[src/rtl/kva_pkg.sv]
// Shared constants, types and the note table of the key voice allocator.
`default_nettype none

package kva_pkg;

    localparam int KEYS     = 24;
    localparam int CHANNELS = 8;

    // Field widths of the words on the two channels.
    localparam int KEY_W  = 5;
    localparam int CH_W   = 3;
    localparam int FREQ_W = 10;
    localparam int ACT_W  = 2;

    localparam int KEY_IDX_W = $clog2(KEYS);
    localparam int CH_IDX_W  = (CHANNELS > 1) ? $clog2(CHANNELS) : 1;
    localparam int CNT_MAX   = (KEYS > CHANNELS) ? KEYS : CHANNELS;
    localparam int CNT_W     = $clog2(CNT_MAX + 1);

    typedef enum logic [ACT_W-1:0] {
        ACT_NONE  = 2'd0,
        ACT_START = 2'd1,
        ACT_STOP  = 2'd2
    } t_action;

    typedef struct packed {
        t_action             action;
        logic [CH_W-1:0]     channel;
        logic [FREQ_W-1:0]   note_freq;
        logic                stolen;
        logic [KEY_W-1:0]    stolen_key;
    } t_result;

    // Write commands from the sequencer to the key state store.
    typedef struct packed {
        logic                level_we;
        logic                level;
        logic                claim;
        logic [CH_IDX_W-1:0] claim_ch;
        logic                drop;
        logic                steal;
    } t_store_cmd;

    function automatic logic [FREQ_W-1:0] note_freq_of(input logic [KEY_W-1:0] key);
        logic [FREQ_W-1:0] f;
        case (key)
            5'd0:    f = 10'd261;
            5'd1:    f = 10'd277;
            5'd2:    f = 10'd293;
            5'd3:    f = 10'd311;
            5'd4:    f = 10'd329;
            5'd5:    f = 10'd349;
            5'd6:    f = 10'd369;
            5'd7:    f = 10'd392;
            5'd8:    f = 10'd415;
            5'd9:    f = 10'd440;
            5'd10:   f = 10'd466;
            5'd11:   f = 10'd493;
            5'd12:   f = 10'd523;
            5'd13:   f = 10'd554;
            5'd14:   f = 10'd587;
            5'd15:   f = 10'd622;
            5'd16:   f = 10'd659;
            5'd17:   f = 10'd698;
            5'd18:   f = 10'd739;
            5'd19:   f = 10'd783;
            5'd20:   f = 10'd830;
            5'd21:   f = 10'd880;
            5'd22:   f = 10'd932;
            5'd23:   f = 10'd987;
            default: f = '0;
        endcase
        return f;
    endfunction

endpackage

`default_nettype wire

[src/rtl/kva_ifs.sv]
// Valid/ready channel interfaces for key samples and voice actions.
`default_nettype none

interface kva_key_if;
    import kva_pkg::*;

    logic             valid;
    logic             ready;
    logic [KEY_W-1:0] key_index;
    logic             key_down;

    modport source (output valid, output key_index, output key_down, input ready);
    modport sink   (input valid, input key_index, input key_down, output ready);
endinterface

interface kva_voice_if;
    import kva_pkg::*;

    logic              valid;
    logic              ready;
    logic [ACT_W-1:0]  action;
    logic [CH_W-1:0]   channel;
    logic [FREQ_W-1:0] note_freq;
    logic              stolen;
    logic [KEY_W-1:0]  stolen_key;

    modport source (output valid, output action, output channel, output note_freq,
                    output stolen, output stolen_key, input ready);
    modport sink   (input valid, input action, input channel, input note_freq,
                    input stolen, input stolen_key, output ready);
endinterface

`default_nettype wire

[src/rtl/key_voice_allocator.sv]
// Top level of the key voice allocator: scan sequencer and output register.
`default_nettype none

// Each key word takes its level and compares it with the level the key had
// before. A press or release walks the key table one entry per cycle to
// build the channel busy mask, find the lowest key holding a channel and
// fetch the released key's channel; a press then walks the busy mask one
// channel per cycle looking for the lowest free channel, and steals from the
// lowest held key when none is free. A word with an unchanged level or an
// out-of-range key skips both walks and goes from the key state straight to
// the done state; the single scan read port of the key table is why the walks
// go one entry at a time. A new key word is taken only while the sequencer is
// idle; the result sits in an output register, so the next key word may be
// taken while the previous result still waits.
module key_voice_allocator (
    input  wire logic  i_clk,
    input  wire logic  i_rst_n,
    kva_key_if.sink    i_key,
    kva_voice_if.source o_voice
);
    import kva_pkg::*;

    typedef enum logic [3:0] {
        S_IDLE  = 4'b0001,
        S_KEYS  = 4'b0010,
        S_CHANS = 4'b0100,
        S_DONE  = 4'b1000
    } t_state;

    t_state              r_state, n_state;
    logic [KEY_W-1:0]    r_key, n_key;
    logic                r_down, n_down;
    logic [CNT_W-1:0]    r_cnt, n_cnt;
    logic [CHANNELS-1:0] r_busy, n_busy;
    logic                r_vic_found, n_vic_found;
    logic [KEY_IDX_W-1:0] r_vic, n_vic;
    logic [CH_IDX_W-1:0] r_vic_ch, n_vic_ch;
    logic [CH_IDX_W-1:0] r_own_ch, n_own_ch;
    t_result             r_res, n_res;
    t_result             r_out, n_out;
    logic                r_out_valid, n_out_valid;

    t_store_cmd          s_cmd;
    logic                w_last_level;
    logic                w_key_held;
    logic                w_scan_held;
    logic [CH_IDX_W-1:0] w_scan_ch;

    logic [KEY_IDX_W-1:0] w_key_idx;
    logic [KEY_IDX_W-1:0] w_scan_idx;
    logic [CH_IDX_W-1:0]  w_chan_idx;
    logic                 w_in_range;
    logic                 w_changed;
    logic [CH_IDX_W-1:0]  w_own_ch;

    assign w_key_idx  = KEY_IDX_W'(r_key);
    assign w_scan_idx = KEY_IDX_W'(r_cnt);
    assign w_chan_idx = CH_IDX_W'(r_cnt);
    assign w_in_range = (32'(r_key) < 32'(KEYS));
    assign w_changed  = (r_down != w_last_level);
    assign w_own_ch   = (w_scan_idx == w_key_idx) ? w_scan_ch : r_own_ch;

    kva_key_store u_store (
        .i_clk        (i_clk),
        .i_rst_n      (i_rst_n),
        .i_key        (w_key_idx),
        .i_scan       (w_scan_idx),
        .i_victim     (r_vic),
        .i_cmd        (s_cmd),
        .o_last_level (w_last_level),
        .o_key_held   (w_key_held),
        .o_scan_held  (w_scan_held),
        .o_scan_ch    (w_scan_ch)
    );

    assign i_key.ready        = (r_state == S_IDLE);
    assign o_voice.valid      = r_out_valid;
    assign o_voice.action     = r_out.action;
    assign o_voice.channel    = r_out.channel;
    assign o_voice.note_freq  = r_out.note_freq;
    assign o_voice.stolen     = r_out.stolen;
    assign o_voice.stolen_key = r_out.stolen_key;

    always_comb begin
        n_state     = r_state;
        n_key       = r_key;
        n_down      = r_down;
        n_cnt       = r_cnt;
        n_busy      = r_busy;
        n_vic_found = r_vic_found;
        n_vic       = r_vic;
        n_vic_ch    = r_vic_ch;
        n_own_ch    = r_own_ch;
        n_res       = r_res;
        n_out       = r_out;
        n_out_valid = r_out_valid;
        s_cmd       = '0;

        if (r_out_valid && o_voice.ready) begin
            n_out_valid = 1'b0;
        end

        unique case (r_state)
            S_IDLE: begin
                if (i_key.valid) begin
                    n_key       = i_key.key_index;
                    n_down      = i_key.key_down;
                    n_cnt       = '0;
                    n_busy      = '0;
                    n_vic_found = 1'b0;
                    n_vic       = '0;
                    n_vic_ch    = '0;
                    n_own_ch    = '0;
                    n_res       = '0;
                    n_res.action = ACT_NONE;
                    n_state     = S_KEYS;
                end
            end

            S_KEYS: begin
                if (!w_in_range || !w_changed) begin
                    n_state = S_DONE;
                end else begin
                    if (w_scan_held) begin
                        n_busy = r_busy | (CHANNELS'(1) << w_scan_ch);
                        if (!r_vic_found) begin
                            n_vic_found = 1'b1;
                            n_vic       = w_scan_idx;
                            n_vic_ch    = w_scan_ch;
                        end
                    end
                    n_own_ch = w_own_ch;
                    if (r_cnt == CNT_W'(KEYS - 1)) begin
                        if (r_down) begin
                            n_cnt   = '0;
                            n_state = S_CHANS;
                        end else begin
                            s_cmd.level_we = 1'b1;
                            s_cmd.level    = 1'b0;
                            // A key whose channel was stolen releases silently.
                            if (w_key_held) begin
                                s_cmd.drop    = 1'b1;
                                n_res.action  = ACT_STOP;
                                n_res.channel = CH_W'(w_own_ch);
                            end
                            n_state = S_DONE;
                        end
                    end else begin
                        n_cnt = r_cnt + CNT_W'(1);
                    end
                end
            end

            S_CHANS: begin
                if (!r_busy[w_chan_idx]) begin
                    s_cmd.level_we  = 1'b1;
                    s_cmd.level     = 1'b1;
                    s_cmd.claim     = 1'b1;
                    s_cmd.claim_ch  = w_chan_idx;
                    n_res.action    = ACT_START;
                    n_res.channel   = CH_W'(w_chan_idx);
                    n_res.note_freq = note_freq_of(r_key);
                    n_state         = S_DONE;
                end else if (r_cnt == CNT_W'(CHANNELS - 1)) begin
                    s_cmd.level_we = 1'b1;
                    s_cmd.level    = 1'b1;
                    if (r_vic_found) begin
                        s_cmd.steal      = 1'b1;
                        s_cmd.claim      = 1'b1;
                        s_cmd.claim_ch   = r_vic_ch;
                        n_res.action     = ACT_START;
                        n_res.channel    = CH_W'(r_vic_ch);
                        n_res.note_freq  = note_freq_of(r_key);
                        n_res.stolen     = 1'b1;
                        n_res.stolen_key = KEY_W'(r_vic);
                    end
                    n_state = S_DONE;
                end else begin
                    n_cnt = r_cnt + CNT_W'(1);
                end
            end

            S_DONE: begin
                if (!r_out_valid || o_voice.ready) begin
                    n_out       = r_res;
                    n_out_valid = 1'b1;
                    n_state     = S_IDLE;
                end
            end

            default: begin
                n_state = S_IDLE;
            end
        endcase
    end

    always_ff @(posedge i_clk) begin
        if (!i_rst_n) begin
            r_state     <= S_IDLE;
            r_out_valid <= 1'b0;
        end else begin
            r_state     <= n_state;
            r_out_valid <= n_out_valid;
        end
    end

    always_ff @(posedge i_clk) begin
        r_key       <= n_key;
        r_down      <= n_down;
        r_cnt       <= n_cnt;
        r_busy      <= n_busy;
        r_vic_found <= n_vic_found;
        r_vic       <= n_vic;
        r_vic_ch    <= n_vic_ch;
        r_own_ch    <= n_own_ch;
        r_res       <= n_res;
        r_out       <= n_out;
    end

`ifndef SYNTHESIS
    a_none_is_clean: assert property (@(posedge i_clk) disable iff (!i_rst_n)
        (r_out_valid && r_out.action == ACT_NONE) |->
            (r_out.channel == '0 && r_out.note_freq == '0 && r_out.stolen == 1'b0))
        else $error("empty result carries a channel, frequency or steal");

    a_steal_on_start: assert property (@(posedge i_clk) disable iff (!i_rst_n)
        (r_out_valid && r_out.stolen) |-> (r_out.action == ACT_START))
        else $error("steal reported without a start");

    a_stop_is_plain: assert property (@(posedge i_clk) disable iff (!i_rst_n)
        (r_out_valid && r_out.action == ACT_STOP) |->
            (r_out.note_freq == '0 && r_out.stolen == 1'b0))
        else $error("stop carries a frequency or a steal");

    a_accept_starts_scan: assert property (@(posedge i_clk) disable iff (!i_rst_n)
        (i_key.valid && i_key.ready) |=> (r_state == S_KEYS && r_cnt == '0))
        else $error("accepted key word did not start the key scan");

    a_done_loads_output: assert property (@(posedge i_clk) disable iff (!i_rst_n)
        (r_state == S_DONE && (!r_out_valid || o_voice.ready)) |=>
            (r_out_valid && r_state == S_IDLE))
        else $error("finished word was not moved to the output register");
`endif

endmodule

`default_nettype wire

[src/rtl/kva_key_store.sv]
// Per-key state: last level, held flag and held channel, with one scan read port.
`default_nettype none

module kva_key_store (
    input  wire logic                           i_clk,
    input  wire logic                           i_rst_n,
    input  wire logic [kva_pkg::KEY_IDX_W-1:0]  i_key,
    input  wire logic [kva_pkg::KEY_IDX_W-1:0]  i_scan,
    input  wire logic [kva_pkg::KEY_IDX_W-1:0]  i_victim,
    input  wire kva_pkg::t_store_cmd            i_cmd,
    output logic                                o_last_level,
    output logic                                o_key_held,
    output logic                                o_scan_held,
    output logic [kva_pkg::CH_IDX_W-1:0]        o_scan_ch
);
    import kva_pkg::*;

    logic [KEYS-1:0]     r_last_level;
    logic [KEYS-1:0]     r_held;
    logic [CH_IDX_W-1:0] r_held_ch [KEYS];

    assign o_last_level = r_last_level[i_key];
    assign o_key_held   = r_held[i_key];
    assign o_scan_held  = r_held[i_scan];
    assign o_scan_ch    = r_held_ch[i_scan];

    always_ff @(posedge i_clk) begin
        if (!i_rst_n) begin
            r_last_level <= '0;
            r_held       <= '0;
        end else begin
            if (i_cmd.level_we) begin
                r_last_level[i_key] <= i_cmd.level;
            end
            if (i_cmd.steal) begin
                r_held[i_victim] <= 1'b0;
            end
            if (i_cmd.drop) begin
                r_held[i_key] <= 1'b0;
            end
            if (i_cmd.claim) begin
                r_held[i_key] <= 1'b1;
            end
        end
    end

    // The channel number is only looked at while its held flag is set.
    always_ff @(posedge i_clk) begin
        if (i_cmd.claim) begin
            r_held_ch[i_key] <= i_cmd.claim_ch;
        end
    end

endmodule

`default_nettype wire

[src/flat_wrapper.sv]
// flat-port wrapper written by rule: the top's interface ports become plain ports
module key_voice_allocator_flat import kva_pkg::*;
  (i_clk, i_rst_n, i_key_valid, i_key_key_index, i_key_key_down, i_key_ready, o_voice_valid, o_voice_action, o_voice_channel, o_voice_note_freq, o_voice_stolen, o_voice_stolen_key, o_voice_ready);
  kva_key_if i_key_i ();
  kva_voice_if o_voice_i ();
  input  wire logic i_clk;
  input  wire logic i_rst_n;
  input wire logic [$bits(i_key_i.valid)-1:0] i_key_valid;
  input wire logic [$bits(i_key_i.key_index)-1:0] i_key_key_index;
  input wire logic [$bits(i_key_i.key_down)-1:0] i_key_key_down;
  output wire logic [$bits(i_key_i.ready)-1:0] i_key_ready;
  output wire logic [$bits(o_voice_i.valid)-1:0] o_voice_valid;
  output wire logic [$bits(o_voice_i.action)-1:0] o_voice_action;
  output wire logic [$bits(o_voice_i.channel)-1:0] o_voice_channel;
  output wire logic [$bits(o_voice_i.note_freq)-1:0] o_voice_note_freq;
  output wire logic [$bits(o_voice_i.stolen)-1:0] o_voice_stolen;
  output wire logic [$bits(o_voice_i.stolen_key)-1:0] o_voice_stolen_key;
  input wire logic [$bits(o_voice_i.ready)-1:0] o_voice_ready;
  assign i_key_i.valid = i_key_valid;
  assign i_key_i.key_index = i_key_key_index;
  assign i_key_i.key_down = i_key_key_down;
  assign i_key_ready = i_key_i.ready;
  assign o_voice_valid = o_voice_i.valid;
  assign o_voice_action = o_voice_i.action;
  assign o_voice_channel = o_voice_i.channel;
  assign o_voice_note_freq = o_voice_i.note_freq;
  assign o_voice_stolen = o_voice_i.stolen;
  assign o_voice_stolen_key = o_voice_i.stolen_key;
  assign o_voice_i.ready = o_voice_ready;
  key_voice_allocator u_core (.i_clk(i_clk), .i_rst_n(i_rst_n), .i_key(i_key_i), .o_voice(o_voice_i));
endmodule
[config.mk]
export PLATFORM = sky130hd
export DESIGN_NAME = key_voice_allocator_flat
export DESIGN_NICKNAME = d
export VERILOG_FILES = /design/src/rtl/kva_pkg.sv /design/src/rtl/kva_ifs.sv /design/src/rtl/key_voice_allocator.sv /design/src/rtl/kva_key_store.sv /design/src/flat_wrapper.sv
export SDC_FILE = /design/constraint.sdc
export NUM_CORES = 1
export LEC_CHECK = 0
export BUFFER_PORTS_ARGS = -buffer_cell sky130_fd_sc_hd__buf_2
export CAP_MARGIN = 20
export CORE_MARGIN = 2
export CORE_UTILIZATION = 60
export DETAILED_ROUTE_END_ITERATION = 7
export PLACE_DENSITY = 0.78
export SLEW_MARGIN = 20
export SYNTH_ARGS = -nofsm -noshare
export SYNTH_HDL_FRONTEND = slang
export SYNTH_SLANG_ARGS = --single-unit
[constraint.sdc]
create_clock -name i_clk -period 4.8 [get_ports i_clk]
set_input_delay 0.24 -clock i_clk [delete_from_list [all_inputs] [get_ports i_clk]]
set_output_delay 0.24 -clock i_clk [all_outputs]
set_load 0.01 [all_outputs]
==> out/qor.txt, run 1 <==
initial antenna violation count -> 0
status -> completed
Relative slew margins -> 0.273
largest net degree at the start of global routing -> 54
Avg Cell Area, Syn -> 12.7 um2
RSZ-0062 raised after global routing -> no
Synth top area share -> 0.450
Placement Setup Slack -> 1.10 ns
final setup fails -> 0
global-route wire length before repair -> 35,900 um
GR Overflow Total -> 0
router iterations before antenna repair -> 5
CP delay by family, top -> multiplexers
DRC Markers -> 0
All-Layer GR Usage -> 0.279
I/O pin count -> 33
register area -> 5720 um2
top post-synthesis cells by area -> edfxtp_1 (45%), dfxtp_1 (14%), mux4_2 (7.7%)
hold_ws -> 0.106 ns
# fillers -> 1,113
via count -> 6,678
clock latency on the worst-skew pair -> 0.51 ns
Starting Density -> 0.611
P&R area growth vs syn -> 12.5%
vias in the first global route -> 6,520
Die H -> 131 um
# resized after CTS -> 0
syn_nets -> 774
Post-CTS Setup Inserts -> 0
Pwr Density -> 435 nW/um2
Final Hold Viols -> 0
CP max stage delay -> 0.96 ns
CTS buffer count -> 23
hold_buf cts -> 6
Synth cell types -> 59
Leak Pwr -> 0.00353 uW
CTS max path bufs -> 3
leading cell type by number of instances after synthesis -> edfxtp_1
die area -> 17,100 um2
HP Class -> primary input to flop
Hold Crit Depth -> 3
R2R cell count -> 6
share of layout cells above drive strength 1 -> 0.186
Post-synth EDFFs -> 145
Slew Limit Fails -> 0
top_reg_cell synth -> edfxtp_1
core box area -> 15,800 um2
# port buffers -> 32
htree depth -> 1
crit end category -> flop
register area share after synthesis -> 0.591
Buf+Inv Stages, Crit Path -> 0
Synth Instances -> 760
clock-pin slew on the worst setup and hold paths -> 0.06 ns
CP Depth -> 6
WL final -> 23,000 um
max_cap viols -> 0
Worst EP arrival -> 4.08 ns
CP max stage cell -> edfxtp_1
Max FO, Critical Path -> 21
fmax -> 271 MHz
Synth area leader -> edfxtp_1
Avg Vias per Cell -> 6.54
TritonCTS clock tree -> yes
Ant. Diodes -> 0
Starting DRT DRC Count -> 785
WL/cell -> 22.6 um
Worst setup SP type -> flop
antenna-violating nets left -> 0
Post-synth top cells -> edfxtp_1 (145), nor2_1 (73), dfxtp_1 (68)
crit path time final -> 3.69 ns
measured slew at the worst slew-check pin -> 1.09 ns
Mapped Area -> 9670 um2
row cnt -> 46
setup TNS -> 0 ns
CTS Root Cell -> clkbuf_16
asr flop ratio synth -> 0
die width -> 131 um
skew final -> 0.0112 ns
Synth Register Bits -> 213
Yosys warning total -> 0
Sinks on Clock Net -> 213
GP Congestion -> 0.976
final worst slack -> 1.11 ns
CP cell instances -> mux4_1 -> a22o_1 -> o31ai_4 -> a31oi_4 -> nor4_4 -> mux2_2
area of the multi-input gates -> 3710 um2
maximum VDD drop -> 326 uV
Total Nets Final -> 803
Final Util -> 0.687
CP Data Required Time -> 5.19 ns
crit path kind -> flop to flop
Final Cycle Share -> 0.769
HPWL after DPL -> 15,000 um
layer usage:
layer / track usage / up-vias / part of all wire / wire length (um)
met1: 0.348 / 3244 / 0.37 / 8440
met2: 0.469 / 393 / 0.49 / 11300
met3: 0.0554 / 96 / 0.091 / 2090
li1: - / 2945 / - / -
met5: 0 / - / 0 / 0
met4: 0.134 / 0 / 0.051 / 1180
kinds of logic (layout without fill, tap and decap cells):
logic type | count (synthesis) | count (layout) | synth area share
AO/OA/AOI/OAI | 182 | 182 | 0.124
XOR/XNOR | 8 | 8 | 0.00725
adder cells (fa/ha/maj) | 4 | 4 | 0.00518
buffers and inverters | 60 | 105 | 0.0252
flip-flops | 213 | 213 | 0.591
multiplexers | 70 | 70 | 0.132
AND/OR/NAND/NOR | 223 | 223 | 0.115
cells in the final DEF (no fill, tap or decap), drive strengths merged, types with 5 or more instances in the layout:
cell type	instances
edfxtp	145
mux2	16
a22oi	5
a21boi	26
clkbuf	30
nor3	6
a31oi	13
nand2b	9
clkinv	6
o21ai	58
mux4	42
dfxtp	68
a211oi	6
nand3	20
nand2	58
dlygate4sd3	6
o21a	25
o31ai	6
mux2i	12
a21oi	24
buf	48
and2	23
nor2b	5
nand3b	7
inv	11
o22ai	7
nor2	74
power breakdown:
group          leakage (uW)  internal [uW]  switching [uW]
sequential          0.00175           2120             192
clock              0.000396           1150             702
combinational       0.00138            259             310
worst register-to-register path: cells and delay by family (launching register included):
family	cells	cell delay, ns
muxes	2	1.08
DFF	1	0.96
AOI/OAI and AO/OA	3	0.86
and+or+nand+nor	1	0.68
flip-flops by register name, indices dropped and copies added, names as in the netlist, named ones only:
register,flops
u_core.u_store.r_held_ch,72
u_core.u_store.r_held,24
u_core.u_store.r_last_level,24
u_core.r_res,21
u_core.o_voice.note_freq,10
u_core.r_busy,8
u_core.o_voice.stolen_key,5
u_core.r_cnt,5
u_core.r_key,5
u_core.r_vic,5
u_core.r_state,4
u_core.o_voice.channel,3
u_core.r_own_ch,3
u_core.r_vic_ch,3
u_core.o_voice.action,2
u_core.o_voice.stolen,1
u_core.o_voice.valid,1
u_core.r_down,1
u_core.r_vic_found,1
layout make-up:
cell class,count,area share
Sequential cell,213,0.526
Multi-Input combinational cell,487,0.341
Clock buffer,30,0.0581
Timing Repair Buffer,54,0.0313
Tap cell,216,0.0249
Clock inverter,11,0.0152
Inverter,10,0.00345
path summary, 6_finish.rpt:
kind / start / to / slack (ns)
worst max-delay path: u_core.r_key[0] / flop / 1.11
worst min-delay path: o_voice_ready / u_core.o_voice.valid / 0.11
worst max register to register: u_core.r_key[0] / flop / 1.11
worst min register to register: u_core.r_res[9] / u_core.o_voice.note_freq[3] / 0.42
per-stage QoR:
stage | cells | instance area [um2] | total power (uW)
6_report | 1021 | 10900 | 4730
5_1_grt | 1021 | 10900 | 4890
4_1_cts | 1021 | 10900 | 4740
3_5_place_dp | 974 | 10000 | 2900
3_3_place_gp | 974 | 10000 | 2870
2_1_floorplan | 760 | 9670 | 2710
Power figures use the tool's default switching activity.
==> run 2, diff against run 1 <==
--- a/config.mk
+++ b/config.mk
@@ -8,9 +8,9 @@
 export BUFFER_PORTS_ARGS = -buffer_cell sky130_fd_sc_hd__buf_2
 export CAP_MARGIN = 20
 export CORE_MARGIN = 2
-export CORE_UTILIZATION = 60
+export CORE_UTILIZATION = 56
 export DETAILED_ROUTE_END_ITERATION = 7
-export PLACE_DENSITY = 0.78
+export PLACE_DENSITY = 0.77
 export SLEW_MARGIN = 20
 export SYNTH_ARGS = -nofsm -noshare
 export SYNTH_HDL_FRONTEND = slang
==> constraint.sdc (replaced) <==
create_clock -name i_clk -period 3.1 [get_ports i_clk]
set_input_delay 0.155 -clock i_clk [delete_from_list [all_inputs] [get_ports i_clk]]
set_output_delay 0.155 -clock i_clk [all_outputs]
set_load 0.01 [all_outputs]
==> run 2 against run 1 <==
  * Hold slack got worse by 0.10 ns
  * Via count increased by 0.51%
  * Final area rose by 2.2%
  * Combinational power is 91% higher
  * Global-route usage fell by 2.6 points
  * Sequential cell count unchanged
  * Setup slack got worse by 1.0 ns
  * Non-clock buffer count up 25
  * Maximum frequency rose by 22%
==> out/qor.txt, run 2 (synthesis gave the netlist of run 1 again) <==
CP Data Required Time -> 3.39 ns (was 5.19 ns)
crit end category -> flop (unchanged)
cell mode on critical path -> buf_4
largest reg by FF count -> u_core.u_store.r_held_ch (unchanged)
# port buffers -> 32 (unchanged)
Leak Pwr -> 0.00366 uW (was 0.00353 uW)
RSZ-0062 raised after global routing -> no (unchanged)
design area -> 11,100 um2 (was 10,900 um2)
P&R area growth vs syn -> 15.0% (was 12.5%)
I/O pin count -> 33 (unchanged)
CTS buffer count -> 23 (unchanged)
Final Util -> 0.652 (was 0.687)
share of layout cells above drive strength 1 -> 0.211 (was 0.186)
Worst EP arrival -> 3.31 ns (was 4.08 ns)
vias in the first global route -> 6,549 (was 6,520)
GR Overflow Total -> 0 (unchanged)
max_cap viols -> 0 (unchanged)
Sinks on Clock Net -> 213 (unchanged)
htree depth -> 1 (unchanged)
Final Cycle Share -> 0.974 (was 0.769)
# fillers -> 1,247 (was 1,113)
fmax -> 331 MHz (was 271 MHz)
Avg Vias per Cell -> 6.36 (was 6.54)
Final Hold Viols -> 0 (unchanged)
crit path time final -> 3.02 ns (was 3.69 ns)
clock-pin slew on the worst setup and hold paths -> 0.06 ns (about the same)
die width -> 135 um (was 131 um)
All-Layer GR Usage -> 0.253 (was 0.279)
Largest register FFs -> 72 (unchanged)
DRC Markers -> 0 (unchanged)
WL final -> 22,900 um (was 23,000 um)
CP max stage cell -> or4_4 (was edfxtp_1)
final setup fails -> 0 (unchanged)
Starting Density -> 0.567 (was 0.611)
via count -> 6,712 (was 6,678)
router iterations before antenna repair -> 5 (unchanged)
area post-placement -> 10,200 um2 (was 10,000 um2)
Total Nets Final -> 828 (was 803)
Starting DRT DRC Count -> 601 (was 785)
global-route wire length before repair -> 35,400 um (was 35,900 um)
die area -> 18,300 um2 (was 17,100 um2)
setup TNS -> 0 ns (unchanged)
CTS Root Cell -> clkbuf_16 (unchanged)
post-route non-filler standard cell count -> 1,056 (was 1,021)
initial antenna violation count -> 1 (was 0)
biggest regs -> u_core.u_store.r_held_ch (72), u_core.u_store.r_held (24), u_core.u_store.r_last_level (24) (unchanged)
maximum VDD drop -> 462 uV (was 326 uV)
Slew Limit Fails -> 0 (unchanged)
HPWL after DPL -> 15,600 um (was 15,000 um)
Max FO, Critical Path -> 10 (was 21)
core box area -> 17,100 um2 (was 15,800 um2)
CP cell instances -> buf_4 -> mux4_2 -> a22o_1 -> or4_4 -> a31oi_4 -> nor4_4 -> buf_4 -> buf_4 (was mux4_1 -> a22o_1 -> o31ai_4 -> a31oi_4 -> nor4_4 -> mux2_2)
CTS max path bufs -> 3 (unchanged)
largest net degree at the start of global routing -> 54 (unchanged)
antenna-violating nets left -> 0 (unchanged)
measured slew at the worst slew-check pin -> 0.917 ns (was 1.09 ns)
HP Class -> primary input to flop (unchanged)
Ant. Diodes -> 0 (unchanged)
status -> completed (unchanged)
WL/cell -> 21.7 um (was 22.6 um)
GP Congestion -> 0.927 (was 0.976)
crit path kind -> flop to flop (unchanged)
placed cell count -> 1,006 (was 974)
Pwr Density -> 671 nW/um2 (was 435 nW/um2)
Worst setup SP type -> flop (unchanged)
row cnt -> 48 (was 46)
most common cell after layout, fill and taps aside -> edfxtp_1 (unchanged)
CP max stage delay -> 0.56 ns (was 0.96 ns)
skew final -> 0.0138 ns (was 0.0112 ns)
TritonCTS clock tree -> yes (unchanged)
commonest non-fill, non-tap cells in the layout -> edfxtp_1 (145), nor2_1 (72), dfxtp_1 (68) (was edfxtp_1 (145), nor2_1 (73), dfxtp_1 (67))
Relative slew margins -> 0.389 (was 0.273)
clock latency on the worst-skew pair -> 0.52 ns (was 0.51 ns)
Die H -> 135 um (was 131 um)
run 2: area by class of cell:
cell class / count / area [um2] / share of cell area
Multi-Input combinational cell: 487 / 3720 / 0.335
Inverter: 10 / 37.5 / 0.00338
Clock buffer: 26 / 597 / 0.0537
Tap cell: 225 / 282 / 0.0253
Sequential cell: 213 / 5720 / 0.514
Timing Repair Buffer: 79 / 541 / 0.0486
Clock inverter: 16 / 225 / 0.0203
run 2: repair_timing:
| item | 4_1_cts | 5_1_grt |
|---|---|---|
| hold buffers | 6 | 0 |
| buffers inserted | 0 | 2 |
| gates resized for setup | 3 | 0 |
| endpoints found under the setup margin | 27 | 5 |
| cloned | 0 | 0 |
| pin swaps | 1 | 1 |
| endpoints found under the hold margin | 6 | 0 |
run 2: path summary, 6_finish.rpt:
path                        start                           end  slack (ns)  cells after the start
hold / removal      o_voice_ready          u_core.o_voice.valid       0.004                      3
setup reg to reg  u_core.r_key[0]               u_core.r_cnt[0]        0.08                      8
hold reg to reg   u_core.r_res[0]  u_core.o_voice.stolen_key[0]        0.41                      0
setup / recovery  u_core.r_key[0]               u_core.r_cnt[0]        0.08                      8
run 2: where the power goes:
| group | total, uW | internal (uW) | switching (uW) |
|---|---|---|---|
| Combinational | 1090 | 471 | 614 |
| Sequential | 3440 | 3270 | 168 |
| Clock | 2930 | 1810 | 1110 |
run 2: critical path: cells and delay by family, from the launching register on:
| family | cells | cell delay (ns) |
|---|---|---|
| compound gates | 2 | 0.57 |
| buf+inv | 3 | 0.54 |
| flops | 1 | 0.55 |
| mux | 1 | 0.49 |
| simple gates | 2 | 0.64 |
run 2: routing by layer:
metal  up-vias  wire (um)  part of all wire  GRT usage
li1       2992          -                 -          -
met1      3239       9030              0.39      0.334
met2       408      11200              0.49      0.425
met3        71       1870             0.081     0.0367
met4         2        871             0.038      0.101
met5         -         13           0.00057          0
run 2: through the flow:
stage / hold WS (ns) / setup WS (ns) / total power [uW]
3_3_place_gp: 0.336 / 0.0399 / 4500
2_1_floorplan: 0.254 / 0.00842 / 4200
3_5_place_dp: 0.346 / -0.0872 / 4550
5_1_grt: 0.0467 / 0.00327 / 7720
6_report: 0.00448 / 0.0791 / 7460
4_1_cts: 0.00449 / 0.0746 / 7490
==> run 3, diff against run 2 <==
--- a/config.mk
+++ b/config.mk
@@ -5,7 +5,7 @@
 export SDC_FILE = /design/constraint.sdc
 export NUM_CORES = 1
 export LEC_CHECK = 0
-export BUFFER_PORTS_ARGS = -buffer_cell sky130_fd_sc_hd__buf_2
+export BUFFER_PORTS_ARGS = -buffer_cell sky130_fd_sc_hd__clkbuf_2
 export CAP_MARGIN = 20
 export CORE_MARGIN = 2
 export CORE_UTILIZATION = 56
==> run 3 against run 2 <==
  * Combinational power about the same
  * Maximum frequency up 0.77%
  * Critical path depth unchanged
  * Routed wire length up 0.42%
  * Clock power about the same
  * Sequential cell count unchanged
  * Critical path type unchanged
  * Final area up 0.20%
  * Sequential share of layout area down 0.10 points
  * First-iteration DRC count up 31%
  * Non-clock buffer count up 3
  * Clock-buffer cell count up 3
==> out/qor.txt, run 3 (synthesis gave the netlist of run 1 again) <==
GR Overflow Total -> 0 (unchanged)
core box area -> 17,100 um2 (unchanged)
Worst EP arrival -> 3.41 ns (was 3.31 ns)
Avg Vias per Cell -> 6.26 (was 6.36)
largest reg by FF count -> u_core.u_store.r_held_ch (unchanged)
Starting DRT DRC Count -> 790 (was 601)
max_cap viols -> 0 (unchanged)
Final Hold Viols -> 0 (unchanged)
Final Cycle Share -> 0.967 (was 0.974)
via count -> 6,620 (was 6,712)
WL/cell -> 21.8 um (was 21.7 um)
Comb power frac -> 0.150 (was 0.146)
CP Data Required Time -> 3.51 ns (was 3.39 ns)
Seq pwr share -> 0.458 (was 0.462)
measured slew at the worst slew-check pin -> 1.02 ns (was 0.917 ns)
global-route wire length before repair -> 36,100 um (was 35,400 um)
final setup fails -> 0 (unchanged)
crit path kind -> flop to flop (unchanged)
vias in the first global route -> 6,656 (was 6,549)
CTS buffer count -> 22 (was 23)
Switching Share -> 0.254 (about the same)
Sinks on Clock Net -> 213 (unchanged)
CTS Root Cell -> clkbuf_16 (unchanged)
P&R area growth vs syn -> 15.2% (was 15.0%)
Worst setup SP type -> flop (unchanged)
# port buffers -> 32 (unchanged)
GP Congestion -> 1.04 (was 0.927)
DRC Markers -> 0 (unchanged)
HP Class -> primary input to flop (unchanged)
Placement Setup Slack -> -0.0959 ns (was -0.0872 ns)
Clk pwr share -> 0.392 (was 0.393)
# fillers -> 1,226 (was 1,247)
most common cell after layout, fill and taps aside -> edfxtp_1 (unchanged)
Pwr Density -> 672 nW/um2 (was 671 nW/um2)
router iterations before antenna repair -> 5 (unchanged)
Largest register FFs -> 72 (unchanged)
commonest non-fill, non-tap cells in the layout -> edfxtp_1 (145), nor2_1 (72), dfxtp_1 (68) (unchanged)
Internal Pwr Total -> 5580 uW (was 5560 uW)
Relative slew margins -> 0.322 (was 0.389)
Leak Pwr -> 0.00368 uW (was 0.00366 uW)
crit end category -> flop (unchanged)
Sw Pwr -> 1900 uW (about the same)
Slew Limit Fails -> 0 (unchanged)
All-Layer GR Usage -> 0.258 (was 0.253)
Max FO, Critical Path -> 9 (was 10)
crit path time final -> 3.00 ns (was 3.02 ns)
HPWL after DPL -> 15,800 um (was 15,600 um)
initial antenna violation count -> 1 (unchanged)
placed cell count -> 1,006 (unchanged)
htree depth -> 1 (unchanged)
biggest regs -> u_core.u_store.r_held_ch (72), u_core.u_store.r_held (24), u_core.u_store.r_last_level (24) (unchanged)
die width -> 135 um (unchanged)
CTS max path bufs -> 3 (unchanged)
WL final -> 23,000 um (was 22,900 um)
Die H -> 135 um (unchanged)
Starting Density -> 0.567 (unchanged)
clock latency on the worst-skew pair -> 0.52 ns (about the same)
status -> completed (unchanged)
row cnt -> 48 (unchanged)
die area -> 18,300 um2 (unchanged)
post-route non-filler standard cell count -> 1,057 (was 1,056)
largest net degree at the start of global routing -> 54 (unchanged)
I/O pin count -> 33 (unchanged)
fmax -> 334 MHz (was 331 MHz)
final worst slack -> 0.102 ns (was 0.0791 ns)
Total Nets Final -> 830 (was 828)
TritonCTS clock tree -> yes (unchanged)
maximum VDD drop -> 588 uV (was 462 uV)
skew final -> 0.0139 ns (was 0.0138 ns)
antenna-violating nets left -> 0 (unchanged)
RSZ-0062 raised after global routing -> no (unchanged)
share of layout cells above drive strength 1 -> 0.214 (was 0.211)
clock-pin slew on the worst setup and hold paths -> 0.07 ns (was 0.06 ns)
Ant. Diodes -> 0 (unchanged)
==> run 3: critical path, cell delays in order, from the launching register on <==
cell and delay [ns]:
edfxtp_1 0.51, buf_4 0.17, mux4_1 0.54, a22o_2 0.33
or4_4 0.52, a31oi_4 0.27, nor4_4 0.08, buf_4 0.19
mux2_2 0.28
==> run 3: metrics by stage <==
stage | total power (uW) | instance area (um2) | utilization | hold slack [ns] | setup TNS [ns]
after detailed placement | 4560 | 10200 | 0.598 | 0.347 | -1.61
final | 7480 | 11100 | 0.653 | 0.0203 | 0
after global routing | 7730 | 11100 | 0.653 | 0.0426 | 0
after CTS | 7480 | 11100 | 0.650 | 0.0130 | 0
after floorplan | 4200 | 9670 | - | 0.254 | 0
after global placement | 4510 | 10200 | 0.598 | 0.337 | 0
==> run 3: what timing repair did <==
action                                 in CTS  in global routing
gates resized for setup                     3                  1
pin swaps                                   1                  1
buffers inserted                            0                  5
setup endpoints to repair                  23                 13
endpoints found under the hold margin       6                  0
hold buffers                                6                  0
==> run 3: power by group through the flow <==
stage,clock (uW),combinational (uW),sequential [uW]
floorplan,0,810,3390
global placement,0,1040,3470
detailed placement,0,1070,3490
CTS,2960,1090,3430
global route,3070,1210,3450
finish,2930,1120,3430
==> run 3: layout make-up <==
type	instances	area, um2	share of cell area
inverters	10	37.5	0.00337
repair buffers	82	563	0.0506
multi-input cells	487	3720	0.334
flip-flops and latches	213	5720	0.513
clock buffers	29	617	0.0554
clock inverters	11	199	0.0179
well taps	225	282	0.0253
==> run 3: worst paths after layout <==
kind	from	to	slack [ns]	cells past startpoint
worst min-delay path	o_voice_ready	u_core.o_voice.valid	0.02	3
worst min register to register	u_core.r_res[10]	u_core.o_voice.note_freq[4]	0.42	0
worst max-delay path	u_core.r_key[0]	flop	0.10	8
worst max register to register	u_core.r_key[0]	flop	0.10	8
==> run 3: per-layer routing <==
metal | wire, um | track usage | vias up
met3 | 1920 | 0.0468 | 63
met5 | 0 | 0 | -
met1 | 9030 | 0.330 | 3195
met2 | 11400 | 0.441 | 373
met4 | 654 | 0.0943 | 0
li1 | - | - | 2989
